$ cat config.mk
export PLATFORM = sky130hd
export DESIGN_NAME = hdsc_result_flat
export DESIGN_NICKNAME = d
export VERILOG_FILES = /design/src/design/hdsc_pkg.sv /design/src/design/hdsc_out_if.sv /design/src/design/hdsc_result.sv /design/src/flat_wrapper.sv
export SDC_FILE = /design/constraint.sdc
export NUM_CORES = 1
export LEC_CHECK = 0
export BUFFER_PORTS_ARGS = -buffer_cell sky130_fd_sc_hd__clkbuf_2
export CORE_ASPECT_RATIO = 1.25
export CORE_MARGIN = 5
export CORE_UTILIZATION = 50
export CTS_CLUSTER_DIAMETER = 120
export DETAILED_ROUTE_END_ITERATION = 8
export GPL_ROUTABILITY_DRIVEN = 0
export PLACE_DENSITY_LB_ADDON = 0.25
export SYNTH_ARGS = -nofsm -noshare
export SYNTH_HDL_FRONTEND = slang
export SYNTH_SLANG_ARGS = --single-unit
$ cat constraint.sdc
create_clock -name clk -period 2 [get_ports clk]
set_input_delay 0.1 -clock clk [delete_from_list [all_inputs] [get_ports clk]]
set_output_delay 0.1 -clock clk [all_outputs]
set_load 0.005 [all_outputs]
$ cat src/design/hdsc_pkg.sv
// ----------------------------------------------------------------------------
// hdsc_pkg: shared types and constants of the heat diffusion stencil
// Field widths, register indexes, reset values and the result-stage load.
// ----------------------------------------------------------------------------
`default_nettype none

package hdsc_pkg;

	// Fixed field widths
	localparam int CELL_W    = 15;
	localparam int POS_W     = 10;
	localparam int GRID_W    = 11;
	localparam int COEFF_W   = 16;
	localparam int CFG_IDX_W = 1;
	localparam int CFG_DAT_W = 16;

	// Parameter defaults
	localparam int DEF_MAX_GRID  = 1024;
	localparam int DEF_FRAC_BITS = 8;

	// Grid size limits and clamp ceiling (integer part)
	localparam int GRID_MIN  = 3;
	localparam int CLAMP_INT = 127;

	// Register indexes
	localparam logic [CFG_IDX_W-1:0] REG_GRID_SIZE  = 1'b0;
	localparam logic [CFG_IDX_W-1:0] REG_DIFF_COEFF = 1'b1;

	// Register reset values
	localparam logic [GRID_W-1:0]  GRID_RESET  = 11'd1024;
	localparam logic [COEFF_W-1:0] COEFF_RESET = 16'd15729;

	// One finished item handed to the result stage: up to two beats
	typedef struct packed {
		logic [POS_W-1:0]  row_a;
		logic [POS_W-1:0]  row_b;
		logic [POS_W-1:0]  col;
		logic [CELL_W-1:0] val_a;
		logic [CELL_W-1:0] val_b;
		logic              has_a;
		logic              has_b;
	} res_load_t;

endpackage

`default_nettype wire

$ cat src/design/hdsc_out_if.sv
// ----------------------------------------------------------------------------
// hdsc_out_if: result channel
// Valid/ready channel carrying one updated cell with its position.
// ----------------------------------------------------------------------------
`default_nettype none

interface hdsc_out_if;
	import hdsc_pkg::*;

	logic              valid;
	logic              ready;
	logic [POS_W-1:0]  out_row;
	logic [POS_W-1:0]  out_col;
	logic [CELL_W-1:0] cell_out;
	logic              last_of_run;

	modport source (output valid, output out_row, output out_col, output cell_out,
		output last_of_run, input ready);
	modport sink   (input valid, input out_row, input out_col, input cell_out,
		input last_of_run, output ready);
endinterface

`default_nettype wire

$ cat src/design/hdsc_result.sv
// ----------------------------------------------------------------------------
// hdsc_result: result register and beat sequencer
// Holds one finished item and plays out its result beats: none, one or two.
// ----------------------------------------------------------------------------
`default_nettype none

module hdsc_result (
	input  wire logic                clk,
	input  wire logic                arst_n,
	input  wire logic                load,
	input  wire hdsc_pkg::res_load_t res,
	output logic                     free,
	hdsc_out_if.source               results
);
	import hdsc_pkg::*;

	logic              pend_a_s2;
	logic              pend_b_s2;
	logic [POS_W-1:0]  row_a_s2;
	logic [POS_W-1:0]  row_b_s2;
	logic [POS_W-1:0]  col_s2;
	logic [CELL_W-1:0] val_a_s2;
	logic [CELL_W-1:0] val_b_s2;
	logic              last;
	logic              beat;

	// Current beat: the cell above first, then the last-row cell
	assign last = pend_a_s2 ? !pend_b_s2 : 1'b1;
	assign beat = results.valid && results.ready;
	assign free = !(pend_a_s2 || pend_b_s2) || (beat && last);

	assign results.valid       = pend_a_s2 || pend_b_s2;
	assign results.out_row     = pend_a_s2 ? row_a_s2 : row_b_s2;
	assign results.out_col     = col_s2;
	assign results.cell_out    = pend_a_s2 ? val_a_s2 : val_b_s2;
	assign results.last_of_run = last;

	// Pending flags
	always_ff @(posedge clk or negedge arst_n) begin
		if (!arst_n) begin
			pend_a_s2 <= 1'b0;
			pend_b_s2 <= 1'b0;
		end else if (load) begin
			pend_a_s2 <= res.has_a;
			pend_b_s2 <= res.has_b;
		end else if (beat) begin
			if (pend_a_s2) begin
				pend_a_s2 <= 1'b0;
			end else begin
				pend_b_s2 <= 1'b0;
			end
		end
	end

	// Payload
	always_ff @(posedge clk) begin
		if (load) begin
			row_a_s2 <= res.row_a;
			row_b_s2 <= res.row_b;
			col_s2   <= res.col;
			val_a_s2 <= res.val_a;
			val_b_s2 <= res.val_b;
		end
	end
endmodule

`default_nettype wire

$ cat src/flat_wrapper.sv
// flat-port wrapper written by rule: the top's interface ports become plain ports
module hdsc_result_flat import hdsc_pkg::*;
  (clk, arst_n, load, res, free, results_valid, results_out_row, results_out_col, results_cell_out, results_last_of_run, results_ready);
  hdsc_out_if results_i ();
  input  wire logic clk;
  input  wire logic arst_n;
  input  wire logic load;
  input  wire hdsc_pkg::res_load_t res;
  output logic free;
  output wire logic [$bits(results_i.valid)-1:0] results_valid;
  output wire logic [$bits(results_i.out_row)-1:0] results_out_row;
  output wire logic [$bits(results_i.out_col)-1:0] results_out_col;
  output wire logic [$bits(results_i.cell_out)-1:0] results_cell_out;
  output wire logic [$bits(results_i.last_of_run)-1:0] results_last_of_run;
  input wire logic [$bits(results_i.ready)-1:0] results_ready;
  assign results_valid = results_i.valid;
  assign results_out_row = results_i.out_row;
  assign results_out_col = results_i.out_col;
  assign results_cell_out = results_i.cell_out;
  assign results_last_of_run = results_i.last_of_run;
  assign results_i.ready = results_ready;
  hdsc_result u_core (.clk(clk), .arst_n(arst_n), .load(load), .res(res), .free(free), .results(results_i));
endmodule
* After elaboration in Yosys (flattened, before gate mapping)
Index checks and enable logic that the tools add are counted.
Storage, ports and cells: bits of input ports 66, register bits after elaboration 62, logic and storage cells 24, bits in read-only memories 0, bits in latches 0, memories 0, bits in writable memories 0
Cells by class: shift-type cells 0, bitwise operators 0, add/subtract/negate cells 0, reduce and logical (&&, ||, !) cells 8, divide/modulo/power cells 0, equality and inequality tests 1, $lt $le $gt $ge 0, multipliers 0, multiplexer cells 8
Operators by type and width (count):
- $mux W15 | 1
- $mux W10 | 1
- $mux W1 | 6
- $logic_and A1 B1 Y1 | 2
- $logic_not A1 Y1 | 2
- $logic_or A1 B1 Y1 | 2
- $ne A2 B2 Y1 const B | 1
- $reduce_and A2 Y1 | 1
- $reduce_bool A2 Y1 | 1

* Longest topological paths before layout
depth after elaboration 4, mapped depth 3, mapped depth without buffers 2

* Worst setup path before layout
No wires, ideal clock.
kind reg-to-output, start point register u_core.pend_a_s2, end point output port results_cell_out[0], arrival time 932 ps, setup slack 968 ps, stages on the path, launching flop included 4, cells stage by stage dfrtp_1 -> buf_6 -> buf_6 -> mux2_4
Between the ends: longest elaborated chain between the ends 1
RTL lines:
- from (decl) | line hdsc_result.sv:17 | logic pend_a_s2;
- from (signal assigned) | line hdsc_result.sv:44 | pend_a_s2 <= res.has_a;
- $mux W15 | line hdsc_result.sv:35 | assign results.cell_out = pend_a_s2 ? val_a_s2 : val_b_s2;
- to (decl) | line flat_wrapper.sv:13 | output wire logic [$bits(results_i.cell_out)-1:0] results_cell_out;
No other way between the ends.

* Final worst setup path
start point register u_core.pend_a_s2, end point output port free
Between the ends: longest elaborated chain between the ends 4, elaborated cells on any way between the ends 6
RTL lines:
- $logic_or A1 B1 Y1 | line hdsc_result.sv:30, hdsc_result.sv:32
- $logic_and A1 B1 Y1 | line hdsc_result.sv:29 | assign beat = results.valid && results.ready;
- $logic_and A1 B1 Y1 | line hdsc_result.sv:30 | assign free = !(pend_a_s2 || pend_b_s2) || (beat && last);
- $logic_or A1 B1 Y1 (*) | line hdsc_result.sv:30
- to (decl) | line flat_wrapper.sv:9 | output logic free;
Every way passes the cells marked *; elsewhere a longest branch is shown, timed or not.

==> results.json <==
{
  "globalRouteTotalUtil_pct": 18.6,
  "drt_iter0_markers": 48,
  "rsz0062_at_grt": "no",
  "cts_resized": 0,
  "yosys-top-cells-area": "edfxtp_1 (79%), mux2_4 (12%), mux2_2 (2.9%), dfrtp_1 (2.2%), buf_6 (1.5%)",
  "ios": 104,
  "worstHoldPathType": "input pin to async pin",
  "critPathLaunchType": "flop",
  "mostFrequentLayoutCells": "clkbuf_2 (103), dlygate4sd3_1 (64), edfxtp_1 (60)",
  "synth_area_um2": 2290,
  "final_nets": 344,
  "placed_area_um2": 2870,
  "layout_commonest_cell": "clkbuf_2",
  "slowest_stage": "buf_4",
  "cts_buffers": 9,
  "synth.top_cell.area_share_pct": 78.6,
  "drc": 0,
  "leakagePower_nw": 1.59,
  "cts-root-buf": "clkbuf_8",
  "slew_viol_final": 0,
  "routedWlPerCell_um": 15.6,
  "hold_buffers": 64,
  "synth_cell_type_count": 11,
  "cap_violations": 0,
  "fin_crit_ns": 1.76,
  "synthToLayoutAreaGrowth_pct": 59.4,
  "first_global_vias": 1751,
  "layout-drive-gt1-share_pct": 50.5,
  "path_clk_slew_ns": 0.06,
  "place.port_buffers": 103,
  "firstDrtPassIters": 4,
  "worstSetupEndpointType": "primary output",
  "core_area_um2": 4430,
  "relSlewSlack_pct": 69.0,
  "synth_top_area_cell": "edfxtp_1",
  "status": "completed",
  "htreeDepth": 3,
  "tightest_slew_ns": 0.465,
  "final_hold_viol_count": 0,
  "die_x_um": 70.6,
  "vias": 1565,
  "ir_drop_mv": 0.732,
  "vias_per_cell": 4.62,
  "start_util_pct": 51.8,
  "period_share_pct": 87.9,
  "grt_overflow": 0,
  "ys_warn_count": 0,
  "post-cts-setup-buffers": 0,
  "syn_area_per_cell_um2": 22.9,
  "ys_seq_elements": 62,
  "die-height_um": 85.7,
  "cp.arrival_ns": 1.66,
  "max_freq_mhz": 569,
  "required_ns": 1.90,
  "synth_cells": 100,
  "critical_path_class": "flop to primary output",
  "grt_max_degree": 33,
  "yosysSeqAreaShare_pct": 80.8,
  "power_density_nw_per_um2": 766,
  "antenna_found_initial": 0,
  "cp_cell_sequence": "buf_4 -> inv_2 -> maj3_1 -> clkbuf_2",
  "setup_viol": 0,
  "dieArea_um2": 6050,
  "clk_latency_ns": 0.31,
  "fin_setup_tns_ns": 0,
  "clock-sinks": 62,
  "row_count": 27,
  "syn_nets": 166,
  "drt_wl_total_mm": 5.29,
  "cts_tree": "built",
  "cts_buffer_depth": 2,
  "diodes": 0,
  "fin_skew_ns": 0.000897,
  "stdcell_area_um2": 3650,
  "critPathMaxFanout": 28,
  "dp.final_hpwl_mm": 3.30,
  "grt_first_pass_wirelength_mm": 8.39,
  "ant_nets": 0,
  "max_stage_delay_ns": 0.41
}
-- per-layer routing --
metal	vias to the layer above	routed length, µm	global-route usage (%)
li1	742	-	-
met1	741	1770	18.8
met2	70	3000	34.0
met3	12	389	5.51
met4	0	131	10.1
met5	-	0	0
-- flip-flops by register name, indices dropped and copies added, names as in the netlist --
register                count
u_core.results.out_col     10
u_core.pend_b_s2            1
u_core.row_b_s2            10
u_core.val_b_s2            15
u_core.val_a_s2            15
u_core.row_a_s2            10
u_core.pend_a_s2            1
-- path summary, 6_finish.rpt --
path	start	end	slack [ns]	cells after the start
max	u_core.pend_a_s2	free	0.24	4
min	arst_n	u_core.pend_a_s2	0.12	2
max reg2reg	u_core.pend_a_s2	u_core.pend_a_s2	0.28	4
min reg2reg	u_core.pend_b_s2	u_core.pend_b_s2	0.59	2
max in group asynchronous	arst_n	u_core.pend_b_s2	1.78	2
min in group clk	results_ready	u_core.pend_b_s2	0.16	3
-- final cells by class --
cell class	instances	area, µm²
Sequential cell	62	1850
Timing Repair Buffer	170	1180
Fill cell	242	772
Multi-Input combinational cell	33	399
Clock buffer	10	128
Tap cell	58	72.6
Clock inverter	4	16.3
Inverter	2	7.51
-- stage by stage --
stage	utilization, %	instances	hold slack, ns	setup WS [ns]	power [mW]
6_report	82.6	339	0.122	0.243	2.80
2_1_floorplan	-	100	-0.196	0.968	1.72
3_3_place_gp	64.8	261	-0.115	0.641	1.89
4_1_cts	82.6	339	0.0872	0.239	2.83
5_1_grt	82.6	339	0.116	0.161	2.93
3_5_place_dp	64.8	261	-0.111	0.604	1.91
-- critical path, delay by kind of cell, from the launching register on --
| family | cells | cell delay, ns |
|---|---|---|
| adders and majority gates | 1 | 0.37 |
| buffers and inverters | 3 | 0.64 |
| DFF | 1 | 0.33 |
-- cell usage after synthesis --
| cell | number |
|---|---|
| buf_6 | 3 |
| dfrtp_1 | 2 |
| edfxtp_1 | 60 |
| inv_1 | 1 |
| inv_2 | 1 |
| maj3_1 | 1 |
| mux2_2 | 6 |
| mux2_4 | 19 |
| nand2_1 | 4 |
| nor2b_1 | 1 |
| o31ai_1 | 2 |
-- power breakdown --
group / total (mW) / internal [mW] / switching (mW)
Sequential: 1.57 / 1.54 / 0.0295
Clock: 0.818 / 0.420 / 0.398
Combinational: 0.411 / 0.263 / 0.148
-- logic make-up (layout without fill, tap and decap cells) --
kind of cell | after synthesis | in the layout | share of synthesized area, %
flops | 62 | 62 | 80.8
simple gates | 5 | 5 | 0.928
mux | 25 | 25 | 15.4
buf+inv | 5 | 186 | 1.80
fa+ha+maj | 1 | 1 | 0.437
compound gates | 2 | 2 | 0.655
(Power assumes the default switching activity.)
