==> src/design/hdsc_pkg.sv <==
// ----------------------------------------------------------------------------
// hdsc_pkg: shared types and constants of the heat diffusion stencil
// Field widths, register indexes, reset values and the result-stage load.
// ----------------------------------------------------------------------------
`default_nettype none

package hdsc_pkg;

	// Fixed field widths
	localparam int CELL_W    = 15;
	localparam int POS_W     = 10;
	localparam int GRID_W    = 11;
	localparam int COEFF_W   = 16;
	localparam int CFG_IDX_W = 1;
	localparam int CFG_DAT_W = 16;

	// Parameter defaults
	localparam int DEF_MAX_GRID  = 1024;
	localparam int DEF_FRAC_BITS = 8;

	// Grid size limits and clamp ceiling (integer part)
	localparam int GRID_MIN  = 3;
	localparam int CLAMP_INT = 127;

	// Register indexes
	localparam logic [CFG_IDX_W-1:0] REG_GRID_SIZE  = 1'b0;
	localparam logic [CFG_IDX_W-1:0] REG_DIFF_COEFF = 1'b1;

	// Register reset values
	localparam logic [GRID_W-1:0]  GRID_RESET  = 11'd1024;
	localparam logic [COEFF_W-1:0] COEFF_RESET = 16'd15729;

	// One finished item handed to the result stage: up to two beats
	typedef struct packed {
		logic [POS_W-1:0]  row_a;
		logic [POS_W-1:0]  row_b;
		logic [POS_W-1:0]  col;
		logic [CELL_W-1:0] val_a;
		logic [CELL_W-1:0] val_b;
		logic              has_a;
		logic              has_b;
	} res_load_t;

endpackage

`default_nettype wire

==> src/design/hdsc_stencil.sv <==
// ----------------------------------------------------------------------------
// hdsc_stencil: five-point update of one interior cell
// c + floor(phi * (n + s + e + w - 4c) / 2^16), clamped to 0 .. 127.0.
// ----------------------------------------------------------------------------
`default_nettype none

module hdsc_stencil #(
	parameter int FRAC_BITS = hdsc_pkg::DEF_FRAC_BITS
) (
	input  wire logic [hdsc_pkg::CELL_W-1:0]  north,
	input  wire logic [hdsc_pkg::CELL_W-1:0]  south,
	input  wire logic [hdsc_pkg::CELL_W-1:0]  east,
	input  wire logic [hdsc_pkg::CELL_W-1:0]  west,
	input  wire logic [hdsc_pkg::CELL_W-1:0]  centre,
	input  wire logic [hdsc_pkg::COEFF_W-1:0] coeff,
	output logic      [hdsc_pkg::CELL_W-1:0]  result
);
	import hdsc_pkg::*;

	// Laplacian, product and shifted delta widths
	localparam int SUM_W   = CELL_W + 2;
	localparam int LAP_W   = SUM_W + 1;
	localparam int PROD_W  = COEFF_W + 1 + LAP_W;
	localparam int DELTA_W = PROD_W - 16;
	// Sum width: wide enough for c + delta and for the clamp ceiling
	localparam int TOP_W   = 8 + FRAC_BITS;
	localparam int SW      = (TOP_W + 1 > DELTA_W + 1) ? TOP_W + 1 : DELTA_W + 1;
	localparam logic signed [SW-1:0] TOP = SW'(CLAMP_INT) <<< FRAC_BITS;

	logic        [SUM_W-1:0]   nsew;
	logic signed [LAP_W-1:0]   lap;
	logic signed [PROD_W-1:0]  prod;
	logic signed [DELTA_W-1:0] delta;
	logic signed [SW-1:0]      v;

	// Laplacian in Q7.8 units
	assign nsew = SUM_W'(north) + SUM_W'(south) + SUM_W'(east) + SUM_W'(west);
	assign lap  = $signed({1'b0, nsew}) - $signed({1'b0, centre, 2'b00});

	// Q0.16 times laplacian, floor to cell units
	assign prod  = $signed({1'b0, coeff}) * lap;
	assign delta = prod[PROD_W-1:16];

	// Saturate to 0 .. 127.0
	assign v = $signed(SW'(centre)) + SW'(delta);

	always_comb begin
		if (v < 0) begin
			result = '0;
		end else if (v > TOP) begin
			result = TOP[CELL_W-1:0];
		end else begin
			result = v[CELL_W-1:0];
		end
	end
endmodule

`default_nettype wire

==> config.mk <==
export PLATFORM = sky130hd
export DESIGN_NAME = hdsc_stencil
export DESIGN_NICKNAME = d
export VERILOG_FILES = /design/src/design/hdsc_pkg.sv /design/src/design/hdsc_stencil.sv
export SDC_FILE = /design/constraint.sdc
export NUM_CORES = 1
export LEC_CHECK = 0
export BUFFER_PORTS_ARGS = -buffer_cell sky130_fd_sc_hd__buf_2
export CAP_MARGIN = 20
export CELL_PAD_IN_SITES_DETAIL_PLACEMENT = 1
export CELL_PAD_IN_SITES_GLOBAL_PLACEMENT = 2
export CORE_ASPECT_RATIO = 0.8
export CORE_MARGIN = 5
export CORE_UTILIZATION = 40
export DETAILED_ROUTE_END_ITERATION = 6
export PLACE_DENSITY_LB_ADDON = 0.1
export SKIP_LAST_GASP = 1
export SYNTH_ARGS = -nofsm -noshare
export SYNTH_HDL_FRONTEND = slang
export SYNTH_SLANG_ARGS = --single-unit
==> constraint.sdc <==
create_clock -name vclk -period 22.9
set_clock_uncertainty 0.15 [all_clocks]
set_input_delay 3.435 -clock vclk [all_inputs]
set_output_delay 3.435 -clock vclk [all_outputs]
set_load 0.02 [all_outputs]
# Word-level counts from Yosys, hierarchy flattened
# Cells that the tools add are included.
dict set report op_classes {
  add_sub_neg 5
  n_mul 1
  magnitude_cmp 2
  muxes 2
}
# op n
set ops {}
lappend ops {{17-bit by 18-bit multiplier with 35-bit output} 1}
lappend ops {{15-bit 2-to-1 mux} 2}
lappend ops {{16-bit by 19-bit adder with 20-bit output} 1}
lappend ops {{20-bit by 16-bit greater-than comparator with 1-bit output (second input constant)} 1}
lappend ops {{20-bit by 1-bit < comparator with 1-bit output (second input constant)} 1}
lappend ops {{17-bit by 17-bit subtractor with 18-bit output} 1}
lappend ops {{16-bit by 15-bit adder with 17-bit output} 1}
lappend ops {{17-bit by 15-bit adder with 17-bit output} 1}
lappend ops {{15-bit by 15-bit adder with 16-bit output} 1}
dict set report word_totals {
  regBits 0
  in_bits 91
  out_inout_bits 15
  elab_cells 10
}

# Depth between registers and ports, before layout
# Gate-level depths: netlist of run 1.
dict set report logic_depth {
  depth_word 9
  mapped_depth 53
  mapped_depth_nobuf 52
}

# Least setup slack after synthesis of run 1
# No wires, ideal clock.
dict set report synth_path {
  path_kind {input to output}
  startpoint {input north[2] in the netlist's numbering}
  endpoint {output result[2] in the netlist's numbering}
  t_arrival_ns 14.901
  t_required_ns 19.315
  slack_ns 4.414
  path_stages 48
  path_buffers 0
  path_cell_list {fa_1 > fa_1 > inv_1 > fa_1 > inv_1 > ha_1 > a21o_1 > a21oi_1 > o21bai_1 > a21oi_1 > o21bai_1 > a41o_1 > o41ai_1 > xnor2_1 > and2_1 > fa_1 > inv_1 > fa_1 > [... 12 more ...] > o21a_1 > o21a_1 > o31a_1 > o21a_1 > o21a_1 > nor2_1 > xnor2_1 > ha_1 > nand2_1 > o31ai_1 > nor4_1 > a21oi_1 > and4_1 > a2111oi_0 > or4_1 > mux2_1 > o32a_4 > nor3b_2}
}
dict set report synth_via {
  elab_chain_cells 9
  word_cells_on_any_way 10
  cone_classes {add/sub: 5; mul: 1; order compare: 2; mux: 2}
}
# item line_no
set synth_lines {}
lappend synth_lines {{start, declared} hdsc_stencil.sv:10} ;# input wire logic [hdsc_pkg::CELL_W-1:0] north,
lappend synth_lines {{15-bit by 15-bit adder with 16-bit output *} hdsc_stencil.sv:37} ;# assign nsew = SUM_W'(north) + SUM_W'(south) + SUM_W'(east) + SUM_W'(west);
lappend synth_lines {{16-bit by 15-bit adder with 17-bit output *} hdsc_stencil.sv:37}
lappend synth_lines {{17-bit by 15-bit adder with 17-bit output *} hdsc_stencil.sv:37}
lappend synth_lines {{17-bit by 17-bit subtractor with 18-bit output *} hdsc_stencil.sv:38} ;# assign lap = $signed({1'b0, nsew}) - $signed({1'b0, centre, 2'b00});
lappend synth_lines {{17-bit by 18-bit multiplier with 35-bit output *} hdsc_stencil.sv:41} ;# assign prod = $signed({1'b0, coeff}) * lap;
lappend synth_lines {{16-bit by 19-bit adder with 20-bit output *} hdsc_stencil.sv:45} ;# assign v = $signed(SW'(centre)) + SW'(delta);
lappend synth_lines {{20-bit by 16-bit greater-than comparator with 1-bit output} hdsc_stencil.sv:50} ;# end else if (v > TOP) begin
lappend synth_lines {{15-bit 2-to-1 mux} hdsc_stencil.sv:50}
lappend synth_lines {{15-bit 2-to-1 mux *} hdsc_stencil.sv:48} ;# if (v < 0) begin
lappend synth_lines {{end, declared} hdsc_stencil.sv:16} ;# output logic [hdsc_pkg::CELL_W-1:0] result
# Mark *: on every way between the ends. The rest lies on a longest branch, timed or not.

# Worst setup path in the final report of run 1
# Ends and elaborated chain as after synthesis.

==> results of run 1 <==
==> through the flow <==
step,area (sq um),utilization [%],instances,hold slack (ns),worst slack [ns]
final,14390,44.01,2006,7.254,2.900
after global placement,14390,44.01,2006,7.265,3.013
after detailed placement,14390,44.01,2006,7.257,2.832
after CTS,14390,44.01,2006,7.257,2.818
after global routing,14390,44.01,2006,7.304,2.039
after floorplan,13330,-,1503,7.067,4.414
==> cell usage in the layout, fill, tap and decap left out, types with 3 or more instances in the layout <==
master	instances
o21a_1	13
nor3_1	10
a21o_1	10
o21bai_1	8
xnor2_1	25
nor4_1	4
nand2_1	184
fa_1	334
a21oi_2	8
xnor2_2	4
a21oi_1	35
or3_1	3
or4_1	4
nand2b_1	4
xor2_1	11
and4_1	4
xor2_2	4
buf_2	106
nand3_1	15
buf_4	16
o21ai_0	13
nor2_1	33
inv_1	424
and2_1	131
nor2b_1	4
ha_1	125
and3_1	8
==> worst max-delay path, delay by kind of cell <==
kind | cells | cell delay (ns)
AO/OA/AOI/OAI | 20 | 4.98
XOR/XNOR | 1 | 0.12
adder cells (fa/ha/maj) | 12 | 5.25
buffers and inverters | 9 | 0.84
multiplexers | 1 | 0.36
AND/OR/NAND/NOR | 8 | 1.40
==> logic make-up (layout without fill, tap and decap cells) <==
family / Yosys count / in the layout
mux: 1 / 1
fa+ha+maj: 459 / 459
simple gates: 415 / 415
buf+inv: 470 / 546
compound gates: 114 / 114
xor+xnor: 44 / 44
==> final timing paths <==
kind	from	to	slack [ns]
max	north[2]	result[2]	2.90
min	centre[0]	result[0]	7.25
==> per-layer routing <==
layer,track usage (%),routed length [microns]
met3,0.4016,855
met2,36.28,18380
met4,1.261,305
met1,29.23,16950
met5,0,0
==> final cells by class <==
cell class,count,area [sq um]
multi-input cells,1033,11620
well taps,427,534.3
inverters,424,1592
fillers,3910,18310
repair buffers,122,650.6
==> impl_metrics.py, run 1 <==
metrics = {
    "yosys": {
        "ys_types": 57,
        "synth_compound_area_share_pct": 6.252,
        "synth.top_cells.by_count": "inv_1 (424), fa_1 (334), nand2_1 (184)",
        "synth_area_sq_um": 13330,
        "synthAdderAreaFrac_pct": 61.90,
        "synth_largest_area_cell": "fa_1",
        "postSynthAreaPerCell_sq_um": 8.867,
        "synth_xor_area_share_pct": 2.948,
        "synth_mux_area_share_pct": 0.08449,
        "yosys.area_share.simple_pct": 15.57,
        "synthTopCellsByArea": "fa_1 (50%), inv_1 (12%), ha_1 (12%)",
        "yosys.area.top_type_share_pct": 50.17,
        "yosysMostFrequentCell": "inv_1",
        "seq_area_frac_synth_pct": 0,
        "yosysWarnings": 0,
        "synth_top_family_by_area": "adder cells",
        "syn_nets": 2053,
        "syn_inst": 1503,
    },
    "sta": {
        "setup_viol_count_final": 0,
        "hold_viol_final": 0,
        "worstMarginPinSlew_ns": 0.8655,
        "drv_slew": 0,
        "fin_setup_tns_ns": 0,
        "max_freq_ghz": 0.05000,
        "min_period_over_period_pct": 87.34,
        "slew_headroom_pct": 41.54,
        "rsz0062_at_grt": "no",
        "fin_crit_ns": 20.00,
    },
    "worst_setup_path": {
        "worst_setup_path_end_kind": "primary output",
        "critPathSlowestCell": "o41ai_1",
        "start_kind": "primary input",
        "cp_max_fo": 16,
        "cp.required_ns": 19.32,
        "arrival_ns": 16.41,
        "worstSetupPathType": "primary input to primary output",
        "path_common_cell": "fa_1",
        "slowest_delay_ns": 0.71,
    },
    "detailed_routing": {
        "dr_total_vias": 9870,
        "firstDrtPassIters": 5,
        "wire_per_inst_microns": 18.19,
        "viasPerCell": 4.920,
        "wl_microns": 36490,
        "ant_nets": 0,
        "drtIter0Drc": 299,
        "drc": 0,
    },
    "run": {
        "cap_violations": 0,
    },
    "clock_tree": {
        "post_cts_buffers": 0,
        "cts.hold.buffers_added": 0,
        "cts_resized": 0,
    },
    "layout": {
        "drive_gt1_share_pct": 9.753,
        "final_nets": 2131,
        "clkbuf_count": 0,
        "regArea_sq_um": 0,
        "n_sequential_cell": 0,
        "syn2layout_area_growth_pct": 7.989,
        "diodes": 0,
    },
    "global_routing": {
        "grt_max_degree": 25,
        "grt_antenna_before_repair": 1,
        "grtUsageTotal_pct": 20.27,
        "overflow": 0,
        "grt_pass1_vias": 11190,
        "grt_pass1_wl_microns": 61020,
    },
    "die": {
        "chipWidth_microns": 214.1,
        "initial_core_util_pct": 40.75,
        "die-area_sq_um": 37090,
        "rows": 59,
        "die_h_microns": 173.3,
        "pin_count": 106,
        "core-area_sq_um": 32700,
    },
    "worst_hold_path": {
        "whs_path_depth": 5,
        "hold_class": "primary input to primary output",
    },
    "placement": {
        "hpwl_microns": 30450,
        "port_buffers": 106,
        "gp_congestion": 0.7933,
    },
    "status": {
        "status": "finished clean",
    },
}
Power of run 1 is not shown: default switching activity piles up to over one toggle a cycle in this logic, so the estimate is an artifact.
==> run 2, diff against run 1 <==
--- a/config.mk
+++ b/config.mk
@@ -11,9 +11,10 @@
 export CELL_PAD_IN_SITES_GLOBAL_PLACEMENT = 2
 export CORE_ASPECT_RATIO = 0.8
 export CORE_MARGIN = 5
-export CORE_UTILIZATION = 40
+export CORE_UTILIZATION = 36
 export DETAILED_ROUTE_END_ITERATION = 6
 export PLACE_DENSITY_LB_ADDON = 0.1
+export RECOVER_POWER = 100
 export SKIP_LAST_GASP = 1
 export SYNTH_ARGS = -nofsm -noshare
 export SYNTH_HDL_FRONTEND = slang
==> constraint.sdc (replaced) <==
create_clock -name vclk -period 17.81
set_clock_uncertainty 0.15 [all_clocks]
set_input_delay 2.6715 -clock vclk [all_inputs]
set_output_delay 2.6715 -clock vclk [all_outputs]
set_load 0.02 [all_outputs]
==> run 2 against run 1 <==
  * Core utilization down 2.9 points
  * Routed wire length increased by 1.3%
  * Final area increased by 5.1%
  * Highest routed layer unchanged
  * Critical path depth is 3 higher
  * Count of clock-buffer cells in the layout stayed put
  * Setup slack worse by 2.4 ns
  * Die area grew 11%
  * Non-clock buffer count grew 39
==> impl_metrics.py, run 2 (synthesized netlist as in run 1, its figures left out) <==
metrics = {
    "status": {
        "status": "finished clean",
    },
    "sta": {
        "drv_slew": 0,
        "fin_crit_ns": 17.35,
        "max_freq_ghz": 0.05764,
        "setup_viol_count_final": 0,
        "fin_ws_ns": 0.4611,
        "worstMarginPinSlew_ns": 0.9902,
        "whs_ns": 5.709,
        "min_period_over_period_pct": 97.41,
        "slew_headroom_pct": 33.51,
        "hold_viol_final": 0,
    },
    "worst_setup_path": {
        "worstSetupPathType": "primary input to primary output",
        "cp_max_fo": 8,
        "path_common_cell": "fa_1",
        "worst_setup_path_end_kind": "primary output",
        "path_buf_inv": 11,
        "slowest_delay_ns": 0.53,
        "arrival_ns": 14.53,
        "critPathSlowestCell": "fa_1",
        "cp.required_ns": 14.99,
        "start_kind": "primary input",
        "cpLargestDelayFamily": "adder cells",
    },
    "layout": {
        "final_area_sq_um": 15130,
        "drive_gt1_share_pct": 14.71,
        "clkbuf_count": 0,
        "syn2layout_area_growth_pct": 13.53,
        "final_common_cell": "inv_1",
        "diodes": 0,
        "n_sequential_cell": 0,
        "mostFrequentLayoutCells": "inv_1 (417), fa_1 (333), nand2_1 (182), and2_1 (127), ha_1 (120)",
        "fin_cells": 2105,
        "regArea_sq_um": 0,
        "final_nets": 2170,
    },
    "placement": {
        "gp_congestion": 0.7679,
        "pre_cts_slack_ns": -0.2126,
        "hpwl_microns": 31320,
        "post_dp_cell_area_sq_um": 14560,
        "placed_cells": 2079,
        "port_buffers": 106,
    },
    "global_routing": {
        "grt_max_degree": 20,
        "overflow": 0,
        "grt_pass1_vias": 11250,
        "grtUsageTotal_pct": 18.22,
        "grt_antenna_before_repair": 1,
        "grt_pass1_wl_microns": 59910,
    },
    "die": {
        "chipWidth_microns": 225.1,
        "initial_core_util_pct": 36.21,
        "rows": 63,
        "pin_count": 106,
        "die_h_microns": 182.1,
        "die-area_sq_um": 40990,
        "core-area_sq_um": 36810,
    },
    "detailed_routing": {
        "wl_microns": 36970,
        "dr_total_vias": 9937,
        "drtIter0Drc": 308,
        "wire_per_inst_microns": 17.56,
        "drc": 0,
        "viasPerCell": 4.721,
        "firstDrtPassIters": 4,
        "ant_nets": 0,
    },
    "run": {
        "cap_violations": 0,
    },
    "worst_hold_path": {
        "hold_class": "primary input to primary output",
    },
    "clock_tree": {
        "cts.hold.buffers_added": 0,
    },
}
## run 2: per-layer routing
metal | vias to the layer above | global-route usage (%) | wire length, microns | share of wire (%)
met1 | 5235 | 24.54 | 16220 | 44
met3 | 11 | 0.2412 | 381 | 1.0
met5 | - | 0 | 0 | 0
li1 | 4639 | - | - | -
met2 | 52 | 34.92 | 20220 | 55
met4 | 0 | 0.5566 | 145 | 0.39
## run 2: repair_timing
action / CTS / global route
gates resized for setup: 3 / 67
pin swaps: 0 / 43
endpoints found under the hold margin: 0 / 0
setup buffers: 0 / 25
endpoints found under the setup margin: 15 / 15
## run 2: cell type report
class	count	area, sq um
multi-input combinational	1033	11900
fill	4374	21680
timing repair buffer	161	1023
tap	487	609.3
inverter	424	1595
## run 2: final timing paths
path              startpoint  cells past startpoint   endpoint
setup / recovery   centre[0]                     54  result[2]
hold / removal     centre[0]                      5  result[0]
## run 2: stage by stage
stage,TNS (ns),util (%)
after detailed placement,-2.609,39.55
after floorplan,0,-
final,0,41.10
after global placement,0,39.55
after global routing,-0.4870,41.10
after CTS,0,39.58
Power of run 2 is left out for the same reason.
